===== config.mk =====
export PLATFORM = sky130hd
export DESIGN_NAME = lphm_ctrl
export DESIGN_NICKNAME = d
export VERILOG_FILES = /design/src/lphm_pkg.sv /design/src/lphm_ctrl.sv
export SDC_FILE = /design/constraint.sdc
export NUM_CORES = 1
export LEC_CHECK = 0
export ABC_AREA = 1
export BUFFER_PORTS_ARGS = -buffer_cell sky130_fd_sc_hd__buf_4
export CAP_MARGIN = 0
export CORE_AREA = 2 2 39 41
export DETAILED_ROUTE_END_ITERATION = 16
export DIE_AREA = 0 0 41 43
export PLACE_DENSITY = 0.6
export SYNTH_ARGS = -nofsm -noshare
export SYNTH_HDL_FRONTEND = slang
export SYNTH_SLANG_ARGS = --single-unit

===== constraint.sdc =====
create_clock -name aclk -period 1.53 [get_ports aclk]
set_input_delay 0.2295 -clock aclk [delete_from_list [all_inputs] [get_ports aclk]]
set_output_delay 0.2295 -clock aclk [all_outputs]
set_load 0.01 [all_outputs]

===== src/lphm_pkg.sv =====
`timescale 1ns / 1ps
`default_nettype none
// ----------------------------------------------------------------------------
// lphm_pkg
// Shared types, codes and hash constants for the linear probe hash map.
// ----------------------------------------------------------------------------
package lphm_pkg;

    typedef enum logic [1:0] {
        OP_PUT    = 2'd0,
        OP_GET    = 2'd1,
        OP_REMOVE = 2'd2,
        OP_CLEAR  = 2'd3
    } op_t;

    typedef enum logic [1:0] {
        STATUS_OK        = 2'd0,
        STATUS_NOT_FOUND = 2'd1,
        STATUS_FULL      = 2'd2
    } status_t;

    typedef enum logic [1:0] {
        MARK_EMPTY = 2'd0,
        MARK_LIVE  = 2'd1,
        MARK_TOMB  = 2'd2
    } mark_t;

    typedef enum logic [3:0] {
        ST_CLEAR,
        ST_IDLE,
        ST_MUL0,
        ST_MUL1,
        ST_MUL2,
        ST_MIX,
        ST_MOD,
        ST_RD,
        ST_CK,
        ST_DONE
    } state_t;

    // Controller to datapath commands
    typedef struct packed {
        logic       load;
        logic       mul_en;
        logic [1:0] mul_phase;
        logic       mix;
        logic       mod_step;
        logic       probe_check;
        logic       clear_step;
        logic       finish;
    } cmd_t;

    // Datapath to controller status
    typedef struct packed {
        logic in_clear;
        logic last_round;
        logic mod_done;
        logic ck_stop;
        logic sweep_done;
        logic init;
    } stat_t;

    localparam logic [63:0] HASH_GOLDEN = 64'h9e3779b97f4a7c15;
    localparam logic [63:0] HASH_MUL1   = 64'hbf58476d1ce4e5b9;
    localparam logic [63:0] HASH_MUL2   = 64'h94d049bb133111eb;
    localparam int          HASH_SHR0   = 30;
    localparam int          HASH_SHR1   = 27;
    localparam int          HASH_SHR2   = 31;

    localparam logic [1:0] MUL_LL = 2'd0;
    localparam logic [1:0] MUL_LH = 2'd1;
    localparam logic [1:0] MUL_HL = 2'd2;

    // Multiplier constant of each mixing round
    function automatic logic [63:0] round_const(input logic [1:0] round);
        logic [63:0] c;
        case (round)
            2'd0:    c = HASH_GOLDEN;
            2'd1:    c = HASH_MUL1;
            default: c = HASH_MUL2;
        endcase
        return c;
    endfunction

endpackage
`default_nettype wire


===== src/lphm_ctrl.sv =====
`timescale 1ns / 1ps
`default_nettype none
// ----------------------------------------------------------------------------
// lphm_ctrl
// Sequencer: hash rounds, modulo, probe walk, commit, clear sweep.
// ----------------------------------------------------------------------------
module lphm_ctrl
    import lphm_pkg::*;
(
    input  wire logic  aclk,
    input  wire logic  aresetn,
    input  wire logic  s_valid,
    output logic       s_ready,
    output logic       m_valid,
    input  wire logic  m_ready,
    input  wire stat_t stat,
    output cmd_t       cmd
);

    state_t state_reg, state_next;
    logic   out_valid_reg;
    logic   out_free;

    assign out_free = !out_valid_reg || m_ready;
    assign s_ready  = (state_reg == ST_IDLE);
    assign m_valid  = out_valid_reg;

    // Next state
    always_comb begin
        state_next = state_reg;
        case (state_reg)
            ST_CLEAR: begin
                if (stat.sweep_done) state_next = stat.init ? ST_IDLE : ST_DONE;
            end
            ST_IDLE: begin
                if (s_valid) state_next = stat.in_clear ? ST_CLEAR : ST_MUL0;
            end
            ST_MUL0: state_next = ST_MUL1;
            ST_MUL1: state_next = ST_MUL2;
            ST_MUL2: state_next = ST_MIX;
            ST_MIX: begin
                state_next = stat.last_round ? ST_MOD : ST_MUL0;
            end
            ST_MOD: begin
                if (stat.mod_done) state_next = ST_RD;
            end
            ST_RD: state_next = ST_CK;
            ST_CK: begin
                state_next = stat.ck_stop ? ST_DONE : ST_RD;
            end
            ST_DONE: begin
                if (out_free) state_next = ST_IDLE;
            end
            default: state_next = ST_IDLE;
        endcase
    end

    // Commands
    always_comb begin
        cmd = '0;
        case (state_reg)
            ST_CLEAR: cmd.clear_step = 1'b1;
            ST_IDLE:  cmd.load = s_valid;
            ST_MUL0: begin
                cmd.mul_en    = 1'b1;
                cmd.mul_phase = MUL_LL;
            end
            ST_MUL1: begin
                cmd.mul_en    = 1'b1;
                cmd.mul_phase = MUL_LH;
            end
            ST_MUL2: begin
                cmd.mul_en    = 1'b1;
                cmd.mul_phase = MUL_HL;
            end
            ST_MIX:  cmd.mix = 1'b1;
            ST_MOD:  cmd.mod_step = 1'b1;
            ST_CK:   cmd.probe_check = 1'b1;
            ST_DONE: cmd.finish = out_free;
            default: cmd = '0;
        endcase
    end

    always_ff @(posedge aclk) begin
        if (!aresetn) begin
            state_reg     <= ST_CLEAR;
            out_valid_reg <= 1'b0;
        end else begin
            state_reg <= state_next;
            if (cmd.finish) begin
                out_valid_reg <= 1'b1;
            end else if (m_ready) begin
                out_valid_reg <= 1'b0;
            end
        end
    end

endmodule
`default_nettype wire


==> results by group, run 1 <==
Clock tree
  • H-tree levels: 1
  • CTS Buffer Depth: 2
  • Clk slew on worst S/H paths: 40 ps
  • Clock Latency Late Sink: 240 ps
  • CTS tree: built
  • CTS root buffer: clkbuf_4
  • Clock Sinks: 5
  • Num CTS Buffers: 3

Global routing
  • Antenna violations before repair: 0
  • Pin count of the biggest net entering global routing: 8
  • GR Overflow Total: 0
  • Vias in the first global route: 437
  • Total track usage: 14.07%
  • First-pass GRT wire length: 1662 um

Timing
  • Top achievable clock speed: 688.9 MHz
  • Final period utilization: 94.87%
  • Actual slew at the worst max-slew pin: 321.8 ps
  • Max-slew headroom: 78.47%
  • Post-Route Setup TNS: 0 ps
  • Crit path time final: 1452 ps
  • Unrepaired setup endpoints after global routing: false
  • Finish-stage setup viols: 0
  • Max Transition Viols Final: 0
  • Clock skew: 0.6409 ps
  • Hold Worst Slack: 219.7 ps
  • Final hold viol count: 0

Setup path
  • WS Path Type: reg2out
  • Max FO, Critical Path: 6
  • CP Capture Type: primary output
  • Critical Path RT: 1300 ps
  • Crit path DAT: 1220 ps
  • Worst setup SP type: register

Drt
  • First-pass DRT Iterations: 4
  • Final WL: 1126 um
  • Vias: 513
  • Drt initial violations: 11
  • Via-to-Cell Ratio: 4.500
  • WL per Instance: 9.877 um
  • Routed Antenna Nets: 0
  • Post-route DRC violation count: 0

Cells and area
  • Fill count: 149
  • Number of flip-flops under the largest register name: 4
  • # diodes: 0
  • Area of all sequential standard cells: 107.6 um2
  • Layout cells sized above 1: 43.88%
  • Final net count: 109
  • Syn-to-layout area delta: 67.62%
  • Area of the multi-input gates: 277.8 um2

Logic synthesis
  • Mapped Area: 394.1 um2
  • Yosys top cell by area: dfxtp_1
  • Register area share after synthesis: 25.40%
  • Synth Instances: 69
  • Seq cells post-synth: 5
  • Mean Syn Cell Area: 5.712 um2
  • Count of different cell masters after synthesis: 15
  • Share of the synthesized area in the top cell type: 25.40%
  • Post-Syn Nets: 79
  • Synth warn: 0
  • Ranking of synthesized cells by area: dfxtp_1 25%, nor2_1 15%, nand2_1 12%

Pwr
  • Lkg Pwr: 0.3358 nW
  • Pwr dens: 1355 nW/um2
  • Total power: 895.4 uW
  • Worst VDD drop: 0.6369 mV

Placed design
  • Post-DP HPWL: 876.4 um
  • PortBufs: 20
  • Gp weighted congestion: 0.8449

Floorplanning
  • DIE AREA: 1763 um2
  • Total core area: 1384 um2
  • Initial cell density of the core: 28.48%
  • Die Height: 43 um
  • FP Rows: 14
  • Die X: 41 um
  • I/O pins: 21

Worst hold path
  • Worst Hold Class: in2reg

Status
  • Status: completed

Flow run
  • Max_cap viols: 0
==> through the flow <==
stage | cell area, um2 | std cells | util (%) | setup slack (ps)
2_1_floorplan | 394.1 | 69 | - | 378.9
3_3_place_gp | 579.3 | 107 | 41.86 | 240.9
3_5_place_dp | 579.3 | 107 | 41.86 | 162.1
4_1_cts | 610.6 | 111 | 44.12 | 10.78
5_1_grt | 660.6 | 114 | 47.74 | 3.876
6_report | 660.6 | 114 | 47.74 | 78.49
==> path summary, 6_finish.rpt <==
path / from / slack [ps] / depth (start not counted) / end
setup / recovery: state_reg[3] / 80 / 5 / cmd[7]
hold reg to reg: state_reg[0] / 600 / 3 / state_reg[0]
setup reg to reg: state_reg[3] / 260 / 8 / state_reg[0]
hold / removal: aresetn / 220 / 3 / state_reg[0]
==> report_power, final <==
| part | total, mW | switching [mW] | internal, mW |
|---|---|---|---|
| Combinational | 0.522 | 0.278 | 0.244 |
| Clock | 0.155 | 0.0564 | 0.0987 |
| Sequential | 0.218 | 0.0521 | 0.166 |
| Total | 0.895 | 0.386 | 0.509 |
==> placed cells by master (no fill, tap or decap), types with 2 or more instances in the layout <==
cell	count
inv_2	3
nor2_2	4
dfxtp_2	3
nand3_1	7
nand3b_1	3
nor2_1	15
buf_4	25
inv_1	8
nand2_1	13
a21oi_1	2
clkbuf_4	3
nor3_1	2
==> layer usage <==
metal | wire length, um | global-route usage [%]
met4 | 13 | 8.000
met3 | 71 | 4.712
met2 | 561 | 19.69
met1 | 480 | 18.06
met5 | 0 | 0
==> worst max-delay path: stages, from the launching register on <==
cell and delay, ps:
dfxtp_2 340, inv_2 110, nand2_1 100, buf_4 160, o21bai_1 130, buf_4 130
==> what timing repair did <==
| item | in CTS | in global routing |
|---|---|---|
| resized for setup | 3 | 9 |
| setup endpoints to repair | 2 | 3 |
| hold buffers | 0 | 0 |
| cloned | 0 | 0 |
| buffers inserted | 0 | 3 |
| pin swaps | 0 | 1 |
==> kinds of logic after synthesis <==
logic type      after synthesis  share of synthesized area [%]
flops                         5                          25.40
compound gates                6                          8.573
buf+inv                      11                          10.48
simple gates                 47                          55.56
==> Yosys cell counts (all sizes together) <==
master,n
dfxtp,5
nand2,14
a21oi,2
nor2,19
nor4,1
inv,11
nand3,7
nor3,3
o21ai,2
nand3b,3
o21bai,1
a31oi,1
==> final cells by class <==
class / instances / share of cell area [%]
timing repair buffer: 25 / 28.41
inverter: 11 / 6.250
tap: 16 / 3.030
sequential: 5 / 16.29
multi-input combinational: 53 / 42.05
clock buffer: 4 / 3.977
(Power assumes the default switching activity.)
==> run 2, diff against run 1 <==
Clock period 1.53 ns to 1.66 ns, I/O delays scaled along.
==> run 2 against run 1 <==
Net effect:
- hold slack better by 6.1 ps
- sequential cell count unchanged
- non-clock buffer count decreased by 5
- power decreased by 15%
- combinational power fell by 21%
- cell count shrank 4.4%
==> results by group, run 2 (synthesis gave the netlist of run 1 again) <==
Timing
  • Finish-stage setup viols: 0
  • Top achievable clock speed: 648.0 MHz
  • Max Transition Viols Final: 0
  • Final hold viol count: 0
  • Clock skew: 3.911 ps
  • Actual slew at the worst max-slew pin: 276.6 ps
  • Final period utilization: 92.96%
  • Crit path time final: 1543 ps
  • Max-slew headroom: 81.41%
  • PnR worst setup slack: 116.9 ps

Clock tree
  • Clock Latency Late Sink: 260 ps
  • CTS tree: built
  • Clock Sinks: 5
  • CTS Buffer Depth: 2
  • H-tree levels: 1
  • Num CTS Buffers: 3
  • Clk slew on worst S/H paths: 50 ps
  • CTS root buffer: clkbuf_4

Cells and area
  • # diodes: 0
  • Syn-to-layout area delta: 53.02%
  • Most common cell after layout, fill and taps aside: buf_4
  • Most frequent cells in the layout: 20 x buf_4, 15 x nor2_1, 12 x nand2_1
  • Fin area: 603.1 um2
  • Final net count: 104
  • Number of flip-flops under the largest register name: 4
  • Layout cells sized above 1: 36.56%

Drt
  • Drt initial violations: 11
  • Via-to-Cell Ratio: 4.560
  • First-pass DRT Iterations: 4
  • Post-route DRC violation count: 0
  • WL per Instance: 9.560 um
  • Vias: 497
  • Final WL: 1042 um
  • Routed Antenna Nets: 0

Setup path
  • Critical Path RT: 1410 ps
  • WS Path Type: reg2out
  • CP Launch Point: state_reg[2]
  • Max FO, Critical Path: 6
  • CP Capture Type: primary output
  • Worst setup SP type: register
  • R2r startpoint: state_reg[3]
  • Crit path DAT: 1290 ps

Global routing
  • Vias in the first global route: 422
  • Total track usage: 13.57%
  • Antenna violations before repair: 0
  • Pin count of the biggest net entering global routing: 8
  • First-pass GRT wire length: 1614 um
  • GR Overflow Total: 0

Floorplanning
  • Initial cell density of the core: 28.48%
  • Total core area: 1384 um2
  • Die X: 41 um
  • I/O pins: 21
  • Die Height: 43 um
  • FP Rows: 14
  • DIE AREA: 1763 um2

Pwr
  • Pwr dens: 1259 nW/um2
  • Switch share: 44.64%
  • Clk pwr share: 20.2%
  • Gate power share: 54.2%
  • Lkg Pwr: 0.3086 nW
  • Worst VDD drop: 0.5584 mV
  • Part of the power in registers: 25.6%
  • Int Power: 420.4 uW
  • NetSw: 339.0 uW

Worst hold path
  • Worst Hold Class: in2reg
  • Min-delay src: aresetn

Placed design
  • PortBufs: 20
  • Post-DP HPWL: 851.8 um
  • Gp weighted congestion: 0.8577
  • Pre-CTS setup slack: 264.6 ps
  • Post-DP Area: 564.3 um2

Status
  • Status: completed

Flow run
  • Max_cap viols: 0
## run 2: critical path, stage by stage (launching register included)
cell	delay [ps]
dfxtp_2	380
inv_2	60
nor2_2	140
nand2_1	90
o21ai_1	110
o21bai_1	130
buf_4	130
## run 2: final timing paths
kind / endpoint / slack, ps / cells after the start
worst min-delay path: state_reg[0] / 230 / 3
worst max register to register: state_reg[0] / 470 / 7
worst max-delay path: cmd[7] / 120 / 6
worst min register to register: m_valid / 600 / 4
## run 2: power groups by stage
stage | clock (mW) | combinational, mW | sequential, mW
6_report | 0.154 | 0.411 | 0.194
3_5_place_dp | 0 | 0.401 | 0.188
2_1_floorplan | 0 | 0.260 | 0.183
4_1_cts | 0.154 | 0.403 | 0.187
5_1_grt | 0.162 | 0.461 | 0.200
3_3_place_gp | 0 | 0.405 | 0.187
## run 2: cell type report
class	instances	area, um2
fill	161	780.7
tap	16	20.02
inverter	11	41.29
timing repair buffer	20	150.1
clock buffer	4	26.28
sequential	5	102.6
multi-input combinational	53	262.8
## run 2: layer usage
metal	GRT usage, %	routed length, um
met4	8.000	19
met5	0	0
met2	20.31	509
met3	3.141	69
met1	16.77	444
## run 2: metrics by stage
| stage | total power [mW] | cells | hold WS (ps) | util, % | setup TNS (ps) |
|---|---|---|---|---|---|
| global placement | 0.5913 | 105 | 494.6 | 40.78 | 0 |
| floorplan | 0.4422 | 69 | 369.7 | - | 0 |
| CTS | 0.7435 | 109 | 238.7 | 42.77 | 0 |
| global route | 0.8237 | 109 | 238.5 | 43.58 | -4.545 |
| detailed placement | 0.5890 | 105 | 485.2 | 40.78 | 0 |
| finish | 0.7593 | 109 | 225.8 | 43.58 | 0 |
## run 2: repair_timing
| action | CTS | global route |
|---|---|---|
| gates resized for setup | 1 | 5 |
| buffers inserted | 0 | 0 |
| endpoints found under the setup margin | 1 | 2 |
| hold buffers | 0 | 0 |
